<file path="config.mk">
export PLATFORM = sky130hd
export DESIGN_NAME = lru_page_replacement_core
export DESIGN_NICKNAME = d
export VERILOG_FILES = /design/src/hdl/lru_pkg.sv /design/src/hdl/lru_page_replacement_core.sv
export SDC_FILE = /design/constraint.sdc
export NUM_CORES = 1
export LEC_CHECK = 0
export BUFFER_PORTS_ARGS = -buffer_cell sky130_fd_sc_hd__buf_2
export CORE_MARGIN = 2
export CORE_UTILIZATION = 33
export DETAILED_ROUTE_END_ITERATION = 10
export PLACE_DENSITY_LB_ADDON = 0.25
export SETUP_SLACK_MARGIN = 0.1
export SLEW_MARGIN = 20
export SYNTH_ARGS = -nofsm -noshare
export SYNTH_HDL_FRONTEND = slang
export SYNTH_SLANG_ARGS = --single-unit
export TNS_END_PERCENT = 30
</file>
<file path="constraint.sdc">
create_clock -name i_clk -period 7.4 [get_ports i_clk]
set_clock_uncertainty 0.15 [all_clocks]
set_input_delay 1.48 -clock i_clk [delete_from_list [all_inputs] [get_ports i_clk]]
set_output_delay 1.48 -clock i_clk [all_outputs]
set_load 0.02 [all_outputs]
</file>
<file path="src/hdl/lru_pkg.sv">
`timescale 1ns / 1ps
// ----------------------------------------------------------------------------
// lru_pkg
// shared types and constants of the lru page replacement core
// ----------------------------------------------------------------------------
package lru_pkg;

    localparam int FRAMES_DEF    = 16;
    localparam int PAGE_BITS_DEF = 20;

    localparam int CFG_W     = 5;
    localparam int FIDX_OUT_W = 4;
    localparam int RANK_W    = 4;
    localparam int FAULT_W   = 32;

    localparam logic [CFG_W-1:0] CFG_RESET = 5'd3;

    typedef enum logic [1:0] {
        ST_IDLE,
        ST_SCAN,
        ST_UPDATE
    } t_state;

endpackage

</file>
<file path="src/hdl/lru_page_replacement_core.sv">
`timescale 1ns / 1ps
// ----------------------------------------------------------------------------
// lru_page_replacement_core
// fully associative page frame table with least recently used replacement
// ----------------------------------------------------------------------------
// Usage:
//   slave stream s_t*: one beat is one page reference, page in the low bits
//   of s_tdata. master stream m_t*: one result beat per reference with the
//   hit flag, the frame that holds the page, the eviction flag and page and
//   the saturating fault count.
//   i_cfg_we / i_cfg_wdata write frames_in_use (0 acts as 1, values above
//   FRAMES act as FRAMES); write it only while the core is idle.
// Timing:
//   after the accepting edge the shared compare unit scans one active frame
//   per cycle (a hit stops the scan, a miss scans every active frame), then
//   the update state loads the result. The next beat can be accepted in the
//   cycle after the result has been delivered.
// Reset:
//   synchronous, active low: all frames free, ranks zero, fault count zero,
//   frames_in_use back to 3. No clearing pass is needed.
// Stall:
//   while m_tready is low the result holds and s_tready stays low.
// ----------------------------------------------------------------------------
module lru_page_replacement_core #(
    parameter int FRAMES    = lru_pkg::FRAMES_DEF,
    parameter int PAGE_BITS = lru_pkg::PAGE_BITS_DEF,
    localparam int IN_W     = ((PAGE_BITS + 7) / 8) * 8,
    localparam int OUT_BITS = 1 + lru_pkg::FIDX_OUT_W + 1 + PAGE_BITS + lru_pkg::FAULT_W,
    localparam int OUT_W    = ((OUT_BITS + 7) / 8) * 8
) (
    input  logic                      i_clk,
    input  logic                      i_rst_n,
    input  logic                      i_cfg_we,
    input  logic [lru_pkg::CFG_W-1:0] i_cfg_wdata,
    input  logic                      s_tvalid,
    output logic                      s_tready,
    input  logic [IN_W-1:0]           s_tdata,   // page
    output logic                      m_tvalid,
    input  logic                      m_tready,
    output logic [OUT_W-1:0]          m_tdata    // hit, frame_index, evicted, evicted_page,
                                                 // fault_count
);

    localparam int FIDX_W = (FRAMES > 1) ? $clog2(FRAMES) : 1;
    localparam int O_FIDX = 1;
    localparam int O_EV   = O_FIDX + lru_pkg::FIDX_OUT_W;
    localparam int O_EVP  = O_EV + 1;
    localparam int O_FLT  = O_EVP + PAGE_BITS;

    typedef logic [lru_pkg::RANK_W-1:0] t_rank;

    lru_pkg::t_state r_state, n_state;

    logic [lru_pkg::CFG_W-1:0]   r_cfg;
    logic [PAGE_BITS-1:0]        r_page [FRAMES];
    logic [FRAMES-1:0]           r_valid, n_valid;
    t_rank                       r_rank [FRAMES];
    t_rank                       n_rank [FRAMES];
    logic [PAGE_BITS-1:0]        r_key, n_key;
    logic [FIDX_W-1:0]           r_idx, n_idx;
    logic [FIDX_W-1:0]           r_last, n_last;
    logic                        r_hit, n_hit;
    logic                        r_free_found, n_free_found;
    logic [FIDX_W-1:0]           r_free, n_free;
    logic                        r_any, n_any;
    t_rank                       r_best, n_best;
    logic [FIDX_W-1:0]           r_vic, n_vic;
    logic [lru_pkg::FAULT_W-1:0] r_fault, n_fault;
    logic                        r_out_valid, n_out_valid;
    logic [OUT_W-1:0]            r_out_data, n_out_data;
    logic                        page_we;

    logic [lru_pkg::CFG_W-1:0]   act_cnt;
    logic                        cur_valid;
    logic                        cur_match;
    logic                        fill;
    logic                        evict;

    assign s_tready = (r_state == lru_pkg::ST_IDLE) && !r_out_valid;
    assign m_tvalid = r_out_valid;
    assign m_tdata  = r_out_data;

    always_comb begin
        if (r_cfg == '0) begin
            act_cnt = lru_pkg::CFG_W'(1);
        end else if (r_cfg > lru_pkg::CFG_W'(FRAMES)) begin
            act_cnt = lru_pkg::CFG_W'(FRAMES);
        end else begin
            act_cnt = r_cfg;
        end
    end

    assign cur_valid = r_valid[r_idx];
    assign cur_match = cur_valid && (r_page[r_idx] == r_key);
    assign fill      = !r_hit && r_free_found;
    assign evict     = !r_hit && !r_free_found;

    always_comb begin
        n_state      = r_state;
        n_valid      = r_valid;
        n_rank       = r_rank;
        n_key        = r_key;
        n_idx        = r_idx;
        n_last       = r_last;
        n_hit        = r_hit;
        n_free_found = r_free_found;
        n_free       = r_free;
        n_any        = r_any;
        n_best       = r_best;
        n_vic        = r_vic;
        n_fault      = r_fault;
        n_out_valid  = r_out_valid;
        n_out_data   = r_out_data;
        page_we      = 1'b0;

        if (r_out_valid && m_tready) begin
            n_out_valid = 1'b0;
        end

        case (r_state)
            lru_pkg::ST_IDLE: begin
                if (s_tvalid && s_tready) begin
                    n_key        = s_tdata[PAGE_BITS-1:0];
                    n_idx        = '0;
                    n_last       = FIDX_W'(act_cnt - lru_pkg::CFG_W'(1));
                    n_hit        = 1'b0;
                    n_free_found = 1'b0;
                    n_free       = '0;
                    n_any        = 1'b0;
                    n_best       = '0;
                    n_vic        = '0;
                    n_state      = lru_pkg::ST_SCAN;
                end
            end
            lru_pkg::ST_SCAN: begin
                if (cur_match) begin
                    n_hit   = 1'b1;
                    n_state = lru_pkg::ST_UPDATE;
                end else begin
                    if (!cur_valid && !r_free_found) begin
                        n_free_found = 1'b1;
                        n_free       = r_idx;
                    end
                    if (cur_valid && (!r_any || r_rank[r_idx] > r_best)) begin
                        n_any  = 1'b1;
                        n_best = r_rank[r_idx];
                        n_vic  = r_idx;
                    end
                    if (r_idx == r_last) begin
                        n_idx   = n_free_found ? n_free : n_vic;
                        n_state = lru_pkg::ST_UPDATE;
                    end else begin
                        n_idx = r_idx + FIDX_W'(1);
                    end
                end
            end
            lru_pkg::ST_UPDATE: begin
                for (int i = 0; i < FRAMES; i++) begin
                    if (FIDX_W'(i) == r_idx) begin
                        n_rank[i] = '0;
                    end else if (r_valid[i] && (fill || r_rank[i] < r_rank[r_idx])
                                 && r_rank[i] != '1) begin
                        n_rank[i] = r_rank[i] + t_rank'(1);
                    end
                end
                n_valid[r_idx] = 1'b1;
                page_we        = !r_hit;
                if (!r_hit && r_fault != '1) begin
                    n_fault = r_fault + lru_pkg::FAULT_W'(1);
                end
                n_out_data = '0;
                n_out_data[0] = r_hit;
                n_out_data[O_FIDX +: lru_pkg::FIDX_OUT_W] = lru_pkg::FIDX_OUT_W'(r_idx);
                n_out_data[O_EV] = evict;
                n_out_data[O_EVP +: PAGE_BITS] = evict ? r_page[r_idx] : '0;
                n_out_data[O_FLT +: lru_pkg::FAULT_W] = n_fault;
                n_out_valid = 1'b1;
                n_state     = lru_pkg::ST_IDLE;
            end
            default: begin
                n_state = lru_pkg::ST_IDLE;
            end
        endcase
    end

    always_ff @(posedge i_clk) begin
        if (!i_rst_n) begin
            r_state     <= lru_pkg::ST_IDLE;
            r_cfg       <= lru_pkg::CFG_RESET;
            r_valid     <= '0;
            r_fault     <= '0;
            r_out_valid <= 1'b0;
            for (int i = 0; i < FRAMES; i++) begin
                r_rank[i] <= '0;
            end
        end else begin
            r_state     <= n_state;
            r_valid     <= n_valid;
            r_fault     <= n_fault;
            r_out_valid <= n_out_valid;
            r_rank      <= n_rank;
            if (i_cfg_we) begin
                r_cfg <= i_cfg_wdata;
            end
        end
    end

    always_ff @(posedge i_clk) begin
        r_key        <= n_key;
        r_idx        <= n_idx;
        r_last       <= n_last;
        r_hit        <= n_hit;
        r_free_found <= n_free_found;
        r_free       <= n_free;
        r_any        <= n_any;
        r_best       <= n_best;
        r_vic        <= n_vic;
        r_out_data   <= n_out_data;
        if (page_we) begin
            r_page[r_idx] <= r_key;
        end
    end

    // update always leaves a result behind
    a_update_out: assert property (@(posedge i_clk) disable iff (!i_rst_n)
        (r_state == lru_pkg::ST_UPDATE) |=> r_out_valid)
        else $error("update did not load result");

    // the touched frame becomes valid and most recent
    a_touch: assert property (@(posedge i_clk) disable iff (!i_rst_n)
        (r_state == lru_pkg::ST_UPDATE) |=>
            (r_valid[$past(r_idx)] && r_rank[$past(r_idx)] == '0))
        else $error("touched frame not most recent");

    // a hit never evicts
    a_hit_no_evict: assert property (@(posedge i_clk) disable iff (!i_rst_n)
        r_out_valid |-> !(r_out_data[0] && r_out_data[O_EV]))
        else $error("hit and evict together");

    // fault count never goes down
    a_fault_mono: assert property (@(posedge i_clk) disable iff (!i_rst_n)
        $past(i_rst_n) |-> (r_fault >= $past(r_fault)))
        else $error("fault count decreased");

    // no new beat while a result is still pending
    a_no_accept_pending: assert property (@(posedge i_clk) disable iff (!i_rst_n)
        r_out_valid |-> !s_tready)
        else $error("accept with pending result");

endmodule

</file>
==> impl_metrics.yaml, run 1 <==
outcome:
  outcome: "finished, final reports clean"
layout:
  fin_nets: 2059
  n_antenna_cell: 0
  drive_above_1_share_pct: 18.1
  syn2layout_area_growth_pct: 14.6
  fin_cells: 2973
min_path:
  hold_path.class: "reg2reg"
timing:
  maxSlewViolCount: 0
  max_slew_margin_pct: 29.7
  worst_slew_pin_slew_ns: 1.05
  fmax_mhz: 200
  min_period_ns: 4.99
  tns_ns: 0
  setup_viol: 0
  final_hold_viol_count: 0
  rsz0062_at_grt: "false"
  final.period_utilization_pct: 67.5
worst_setup_path:
  crit_top_cell: "nor2_1"
  endpoint_kind: "register"
  path_cells: "buf_4 > mux4_2 > a22o_1 > nor2_1 > ha_1 > nor2b_1 > o21ai_0 > a21oi_1 > nor3b_1 > nor2_1 > a211oi_1 > o31ai_1 > a32o_1"
  critPathTopFamily: "compound AO/OA/AOI/OAI gates"
  crit_fanout: 17
  startpoint_type: "register"
  crit_required_ns: 7.79
  slowest_stage: "edfxtp_1"
  crit_arrival_ns: 5.38
  ff2ff_setup_slack_ns: 2.41
  path_buf_inv: 1
  critical_path.max_stage_delay_ns: 1.00
  worst-setup-path-type: "reg2reg"
detailed_routing:
  drt_iter0_markers: 1194
  drc: 0
  ant_nets: 0
  wl_mm: 64.7
  vias_per_cell: 5.33
  vias: 15800
  drtPass1Iterations: 5
  wl_per_cell_um: 21.8
global_routing:
  gr-usage-all-layers_pct: 16.5
  grt_pass1_vias: 16000
  grt_pass1_wl_mm: 98.1
  antenna_found_initial: 0
  grt_max_degree: 66
  grt_overflow: 0
logic_synthesis:
  synth_ff_type: "edfxtp_1"
  synth_most_common_cell: "edfxtp_1"
  ys_seq_area_share_pct: 60.9
  netlist_area_um2: 24800
  yosys_warnings: 0
  synth_top_cell_by_area: "edfxtp_1"
  synth.avg_cell_area_um2: 13.4
  synthArstFlopShare_pct: 0
  synth_cells: 1856
  synth_edf_count: 421
  synth-seq-cells: 545
  synth.top_cell.area_share_pct: 50.9
  synth_commonest_cells: "edfxtp_1, nor2_1, dfxtp_1, nand2_1, nand3_1"
  synthTopCellsByArea: "edfxtp_1, dfxtp_1, mux4_2, ha_1, nor2_1"
  synth.distinct_cells: 69
clock_network:
  clkTransAtPathRegs_ns: 0.06
  cts.path.max_buffers: 3
  clock_latency_ns: 0.67
  root_buffer: "clkbuf_16"
  clock_sinks: 545
  cts_max_level: 2
  cts_tree: "built"
  ctsHoldBuffers: 0
  cts_made_buffers: 61
  post_cts_resized: 0
  cts_setup_buffers: 0
power_and_ir_drop:
  p_leak_nw: 9.51
  power.density_nw_per_um2: 266
  peakVddDrop_mv: 0.169
placed_design:
  gp_congestion: 0.811
  placed_cells: 2857
  place_hpwl_mm: 38.2
  io_buffers: 89
die:
  dieArea_um2: 77400
  start_util_pct: 33.3
  die_h_um: 278
  placeableCoreArea_um2: 74400
  ios: 100
  rows: 100
  dieWidth_um: 278
run:
  drv_cap: 0
-- report_power, final --
group / internal [mW] / switching [mW] / total [mW]
combinational: 0.419 / 0.557 / 0.976
sequential: 3.36 / 0.151 / 3.51
clock: 1.80 / 1.29 / 3.09
total: 5.58 / 1.99 / 7.58
-- cell usage in the layout (no fill, tap or decap), types with 10 or more instances in the layout --
master | synthesis | layout
a31oi_1 | 12 | 12
xnor2_1 | 60 | 60
clkinv_1 | 3 | 13
a211oi_1 | 17 | 17
a21oi_1 | 81 | 81
mux4_2 | 92 | 92
o21bai_1 | 13 | 13
o211ai_1 | 10 | 10
clkinv_2 | 0 | 12
dfxtp_1 | 124 | 120
and2_1 | 16 | 16
buf_2 | 16 | 89
and3_1 | 25 | 25
mux2i_1 | 57 | 57
nor3_1 | 44 | 44
nand2b_1 | 12 | 12
nor2_1 | 153 | 137
clkbuf_1 | 58 | 12
nand4_1 | 24 | 24
edfxtp_1 | 421 | 421
o22ai_1 | 10 | 10
nor2_2 | 0 | 16
inv_1 | 32 | 31
o21ai_0 | 54 | 54
a22oi_1 | 12 | 12
nand3b_1 | 20 | 20
nand3_1 | 95 | 95
or3_1 | 11 | 11
ha_1 | 74 | 74
clkbuf_16 | 0 | 61
nand2_1 | 119 | 119
o21a_1 | 10 | 10
buf_4 | 12 | 39
xor2_1 | 39 | 39
-- path summary, 6_finish.rpt --
| check | from | cells after the start | to |
|---|---|---|---|
| worst max register to register | r_idx[1] | 13 | register |
| worst max-delay path | r_idx[1] | 13 | register |
| worst min-delay path | r_valid[9] | 2 | r_valid[9] |
| worst min register to register | r_valid[9] | 2 | r_valid[9] |
-- state kept, by name (all words and copies together), names as in the netlist, 5 cells and up, named ones only --
name,cells
r_fault,32
r_valid,16
r_page,320
m_tdata,58
r_cfg,5
r_rank,64
r_key,20
-- logic make-up (layout without fill, tap and decap cells) --
kind of cell               count (synthesis)  after routing  synth area share [%]
AOI/OAI and AO/OA                        272            272                  6.97
xor gates and xnor gates                  99             99                  3.49
adders and majority gates                 74             74                  3.73
buffers and inverters                    136            279                  2.44
DFF                                      545            545                  60.9
muxes                                    159            159                  11.1
other                                      1              6                0.0151
and+or+nand+nor                          570            570                  11.3
-- worst reg2reg max path, stage by stage, from the launching register on --
cell	delay (ns)
edfxtp_1	1.00
buf_4	0.40
mux4_2	0.57
a22o_1	0.53
nor2_1	0.28
ha_1	0.18
nor2b_1	0.04
o21ai_0	0.17
a21oi_1	0.12
nor3b_1	0.72
nor2_1	0.08
a211oi_1	0.26
o31ai_1	0.14
a32o_1	0.25
-- per-stage QoR --
step / utilization, % / area (um2) / setup WS [ns] / total power, mW / hold WS (ns)
after floorplan: - / 24800 / 2.45 / 4.26 / 0.286
after global placement: 35.4 / 26400 / 2.53 / 4.55 / 0.302
after detailed placement: 35.4 / 26400 / 2.47 / 4.56 / 0.305
after CTS: 38.2 / 28500 / 2.44 / 7.67 / 0.313
after global routing: 38.2 / 28500 / 2.14 / 7.86 / 0.342
final: 38.2 / 28500 / 2.41 / 7.58 / 0.315
-- per-layer routing --
layer	GRT usage, %	vias up	routed length [um]
met1	22.3	8031	28800
met2	27.3	454	30800
met5	0	-	0
li1	-	7270	-
met4	5.25	0	1730
met3	2.70	92	3340
-- final cells by class --
cell class | count | area, um2
Fill cell | 6978 | 46000
Tap cell | 969 | 1210
Clock inverter | 40 | 458
Timing Repair Buffer | 128 | 738
Clock buffer | 76 | 1610
Multi-Input combinational cell | 1180 | 9160
Sequential cell | 545 | 15100
Inverter | 35 | 134
No activity file was read; power rests on OpenSTA's default activity.
==> run 2, diff against run 1 <==
- clock period: 7.4 -> 4.4 ns (I/O delays scaled with it)
==> run 2 against run 1 <==
Clock power is 65% higher. Fmax is 27% higher. Non-clock buffer count is 42 higher. Power is 69% higher. Combinational power is 86% higher. Final area is 1.5% higher. Register-to-register slack worse by 1.9 ns. Highest routed layer is now met5. Critical path depth stayed put. Utilization is 0.55 points higher. Setup slack worse by 1.9 ns.
==> impl_metrics.yaml, run 2 (same netlist as run 1, synthesis figures left out) <==
outcome:
  outcome: "finished, final reports clean"
placed_design:
  io_buffers: 89
  gp_congestion: 0.820
  place_hpwl_mm: 40.9
  placed_area_um2: 26800
global_routing:
  gr-usage-all-layers_pct: 16.5
  antenna_found_initial: 1
  grt_max_degree: 50
  grt_overflow: 0
  grt_pass1_vias: 15800
  grt_pass1_wl_mm: 97.5
clock_network:
  ctsHoldBuffers: 0
  cts_setup_buffers: 0
  post_cts_resized: 0
  clock_sinks: 545
  clkTransAtPathRegs_ns: 0.06
  cts_made_buffers: 60
  cts_tree: "built"
  clock_latency_ns: 0.66
  cts_max_level: 2
  root_buffer: "clkbuf_16"
  cts.path.max_buffers: 3
worst_setup_path:
  crit_arrival_ns: 4.30
  startpoint_type: "register"
  ff2ff_setup_slack_ns: 0.46
  rr_worst_depth: 13
  crit_required_ns: 4.76
  reg2reg_from: "r_idx[0]"
  worst-setup-path-type: "reg2reg"
  r2r-end: "r_rank[19]"
  endpoint_kind: "register"
  crit_fanout: 25
timing:
  worst_slew_pin_slew_ns: 0.837
  max_slew_margin_pct: 44.2
  setup_viol: 0
  tns_ns: 0
  fmax_mhz: 254
  maxSlewViolCount: 0
  rsz0062_at_grt: "false"
  final_hold_viol_count: 0
  final.period_utilization_pct: 89.6
  min_period_ns: 3.94
layout:
  final_cell_mix: "edfxtp_1, nor2_1, dfxtp_1, nand2_1, nand3_1"
  largest-register: "r_page"
  fin_nets: 2100
  largest_reg_flops: 320
  n_antenna_cell: 0
  fin_area_um2: 28900
  syn2layout_area_growth_pct: 16.3
  drive_above_1_share_pct: 20.3
  layout_commonest_cell: "edfxtp_1"
die:
  dieWidth_um: 278
  start_util_pct: 33.3
  dieArea_um2: 77400
  rows: 100
  ios: 100
  die_h_um: 278
  placeableCoreArea_um2: 74400
power_and_ir_drop:
  power.density_nw_per_um2: 443
  power.internal_mw: 9.44
  p_clk_share_pct: 39.9
  peakVddDrop_mv: 0.297
  switching_share_pct: 26.1
  p_leak_nw: 9.77
  combPwrFrac_pct: 14.3
  power.switching_mw: 3.34
  pwr-share-seq_pct: 45.8
detailed_routing:
  wl_per_cell_um: 21.6
  wl_mm: 65.0
  drc: 0
  drtPass1Iterations: 7
  drt_iter0_markers: 1203
  vias_per_cell: 5.31
  ant_nets: 0
  vias: 16000
min_path:
  worstHoldEndpoint: "r_key[15]"
  hold_path.class: "in2reg"
  hold_path_depth: 1
  hold_path.startpoint: "s_tdata[15]"
run:
  drv_cap: 0
[run 2: worst max-delay path, cell delays in order (launching register included)]
cell and delay (ns):
edfxtp_1 0.39, buf_12 0.23, mux4_2 0.57, mux4_2 0.52, inv_1 0.10, buf_4 0.24
ha_1 0.27, nor3_1 0.15, nor2_1 0.07, a31oi_1 0.20, o211ai_1 0.12, or2_2 0.33
or3_1 0.36, o211ai_1 0.09
[run 2: worst max-delay path by stage]
stage,start,to,depth (start not counted)
2_1_floorplan,r_idx[0],r_rank[50],14
3_5_place_dp,register,r_best[2],9
4_1_cts,register,r_best[3],9
5_1_grt,r_idx[0],r_rank[19],13
6_report,r_idx[0],r_rank[19],13
3_3_place_gp,register,r_best[1],9
[run 2: per-layer routing]
| layer | share of wire [%] | GRT usage, % | vias to the layer above |
|---|---|---|---|
| met5 | 0.020 | 0 | - |
| met1 | 45 | 22.4 | 8075 |
| met4 | 2.0 | 4.30 | 2 |
| li1 | - | - | 7369 |
| met3 | 5.7 | 2.90 | 89 |
| met2 | 48 | 27.3 | 465 |
[run 2: power by group through the flow]
stage | clock network, mW | logic [mW] | registers [mW]
finish | 5.10 | 1.82 | 5.85
global route | 5.43 | 1.97 | 5.87
CTS | 5.24 | 1.84 | 5.85
detailed placement | 0 | 1.84 | 5.96
global placement | 0 | 1.82 | 5.96
floorplan | 0 | 1.34 | 5.83
[run 2: through the flow]
step	util (%)	instances	worst slack, ns	total power, mW	hold WS [ns]
2_1_floorplan	-	1861	0.0675	7.17	0.286
3_3_place_gp	36.0	2899	0.506	7.78	0.313
4_1_cts	38.8	3011	0.383	12.9	0.210
3_5_place_dp	36.0	2899	0.459	7.80	0.324
6_report	38.8	3011	0.459	12.8	0.248
5_1_grt	38.8	3011	0.204	13.3	0.214
[run 2: cell type report]
| class | instances | area, um2 |
|---|---|---|
| Fill cell | 6913 | 45600 |
| Sequential cell | 545 | 15100 |
| Multi-Input combinational cell | 1180 | 9160 |
| Clock buffer | 82 | 1820 |
| Tap cell | 969 | 1210 |
| Timing Repair Buffer | 170 | 1140 |
| Clock inverter | 30 | 258 |
| Inverter | 35 | 135 |
==> run 3, diff against run 2 <==
- REMOVE_ABC_BUFFERS: unset -> 1
==> run 3 against run 2 <==
Flip-flop and latch count unchanged. Die area unchanged. Largest cell class unchanged. Via count decreased by 0.10%. Critical path depth decreased by 3. First-iteration DRC count increased by 19%. Fmax decreased by 0.30%. Cell count decreased by 0.60%. Register-to-register slack about the same. Clock-buffer cell count decreased by 4.
==> impl_metrics.yaml, run 3 (same netlist as run 1, synthesis figures left out) <==
clock_network:
  clkTransAtPathRegs_ns: 0.06
  clock_latency_ns: 0.63
  cts.path.max_buffers: 3
  post_cts_resized: 0
  cts_tree: "built"
  cts_made_buffers: 54
  clock_sinks: 545
  cts_max_level: 2
  cts_setup_buffers: 0
  root_buffer: "clkbuf_16"
  ctsHoldBuffers: 0
layout:
  drive_above_1_share_pct: 19.2
  fin_nets: 2087
  final_util_pct: 38.4
  largest-register: "r_page"
  syn2layout_area_growth_pct: 15.2
  seqCellArea_um2: 15100
  final_cell_mix: "edfxtp_1, nor2_1, dfxtp_1, nand2_1, nand3_1"
  layout_commonest_cell: "edfxtp_1"
  n_antenna_cell: 0
  num-fill-cells: 6886
  multi_input_area_um2: 9160
  largest_reg_flops: 320
worst_setup_path:
  path_cells: "buf_12 > mux4_2 > a211oi_1 > a31oi_1 > xor2_1 > nor4_1 > buf_4 > nand2_1 > or2_4 > o21a_1"
  crit_fanout: 24
  path_buf_inv: 2
  crit_arrival_ns: 4.15
  rr_worst_depth: 10
  r2r-end: "r_best[2]"
  crit_required_ns: 4.60
  endpoint_kind: "register"
  worst-setup-path-type: "reg2reg"
  ff2ff_setup_slack_ns: 0.45
  slowest_stage: "dfxtp_4"
  critPathTopFamily: "simple AND/OR/NAND/NOR gates"
  critical_path.max_stage_delay_ns: 0.69
  startpoint_type: "register"
placed_design:
  gp_congestion: 0.816
  io_buffers: 89
  dp_slack_ns: 0.486
  place_hpwl_mm: 40.6
global_routing:
  grt_overflow: 0
  antenna_found_initial: 1
  grt_pass1_vias: 16200
  gr-usage-all-layers_pct: 16.9
  grt_max_degree: 88
  grtUsageMet2_pct: 28.2
  grt_util_met3_pct: 2.38
  grt_busiest_layer: "met2"
  grt_pass1_wl_mm: 100
  grt_use_met1_pct: 23.2
timing:
  whs_ns: 0.273
  max_slew_margin_pct: 31.2
  rsz0062_at_grt: "false"
  fmax_mhz: 253
  final.period_utilization_pct: 89.8
  fin_ws_ns: 0.447
  setup_viol: 0
  final_hold_viol_count: 0
  min_period_ns: 3.95
  maxSlewViolCount: 0
  worst_slew_pin_slew_ns: 1.03
die:
  ios: 100
  dieWidth_um: 278
  rows: 100
  start_util_pct: 33.3
  die_h_um: 278
  placeableCoreArea_um2: 74400
  dieArea_um2: 77400
detailed_routing:
  wl_mm: 65.8
  vias: 16000
  drc: 0
  wl_per_cell_um: 22.0
  drtPass1Iterations: 5
  vias_per_cell: 5.34
  drt_iter0_markers: 1430
  ant_nets: 0
min_path:
  hold_path.class: "in2reg"
  worstHoldEndpoint: "r_key[11]"
  hold_path.startpoint: "s_tdata[11]"
  hold_path_depth: 1
power_and_ir_drop:
  p_leak_nw: 9.63
  peakVddDrop_mv: 0.309
  p_clk_share_pct: 38.7
  power.density_nw_per_um2: 438
  pwr-share-seq_pct: 46.6
  switching_share_pct: 25.9
  power.switching_mw: 3.24
  power.internal_mw: 9.28
  combPwrFrac_pct: 14.7
  finalPower_mw: 12.5
outcome:
  outcome: "finished, final reports clean"
run:
  drv_cap: 0
-- run 3: changes by cell type in the layout (fill, tap and decap cells not counted), sizes merged --
cell      previous run  this run
bufinv               1         6
buf                170       163
clkbuf              82        78
clkinv              27        18
inv                 34        33
clkinvlp             3         1
-- run 3: through the flow --
| stage | setup TNS [ns] | cells | area [um2] |
|---|---|---|---|
| after global placement | 0 | 2892 | 26700 |
| after detailed placement | 0 | 2892 | 26700 |
| after CTS | 0 | 2993 | 28600 |
| after floorplan | -42.17 | 1760 | 24400 |
| after global routing | 0 | 2993 | 28600 |
| final | 0 | 2993 | 28600 |
-- run 3: routing by layer --
layer	up-vias	routed length, um
met2	400	31500
met3	94	3090
met5	-	13
li1	7320	-
met4	2	1310
met1	8168	29900
-- run 3: worst max path at each step --
stage                     slack, ns  depth (start not counted)      from         end
after detailed placement       0.49                         10  register   r_best[2]
after global placement         0.56                         13  r_idx[0]  r_rank[34]
after floorplan               -1.14                          8  register   r_free[0]
final                          0.45                         10  register   r_best[2]
after CTS                      0.48                         10  register       r_any
after global routing           0.20                         11  register    r_vic[2]
-- run 3: power by group through the flow --
stage,registers [mW],clock network (mW),logic (mW)
after floorplan,6.05,0,1.07
after global placement,5.95,0,1.83
after detailed placement,5.96,0,1.85
after CTS,5.85,4.96,1.86
after global routing,5.86,5.14,1.99
final,5.84,4.85,1.84
-- run 3: final cells by class --
cell class                 count  area share (%)
inverter                      35           0.473
sequential                   545            52.9
timing repair buffer         163            3.81
clock buffer                  78            5.46
multi-input combinational   1180            32.0
tap                          969            4.24
clock inverter                23            1.06
-- run 3: worst reg2reg max path, delay by kind of cell, from the launching register on --
| kind | cells | cell delay, ns |
|---|---|---|
| AOI/OAI and AO/OA | 3 | 0.65 |
| xor gates and xnor gates | 1 | 0.21 |
| buffers and inverters | 2 | 0.49 |
| DFF | 1 | 0.69 |
| muxes | 1 | 0.55 |
| and+or+nand+nor | 3 | 0.95 |
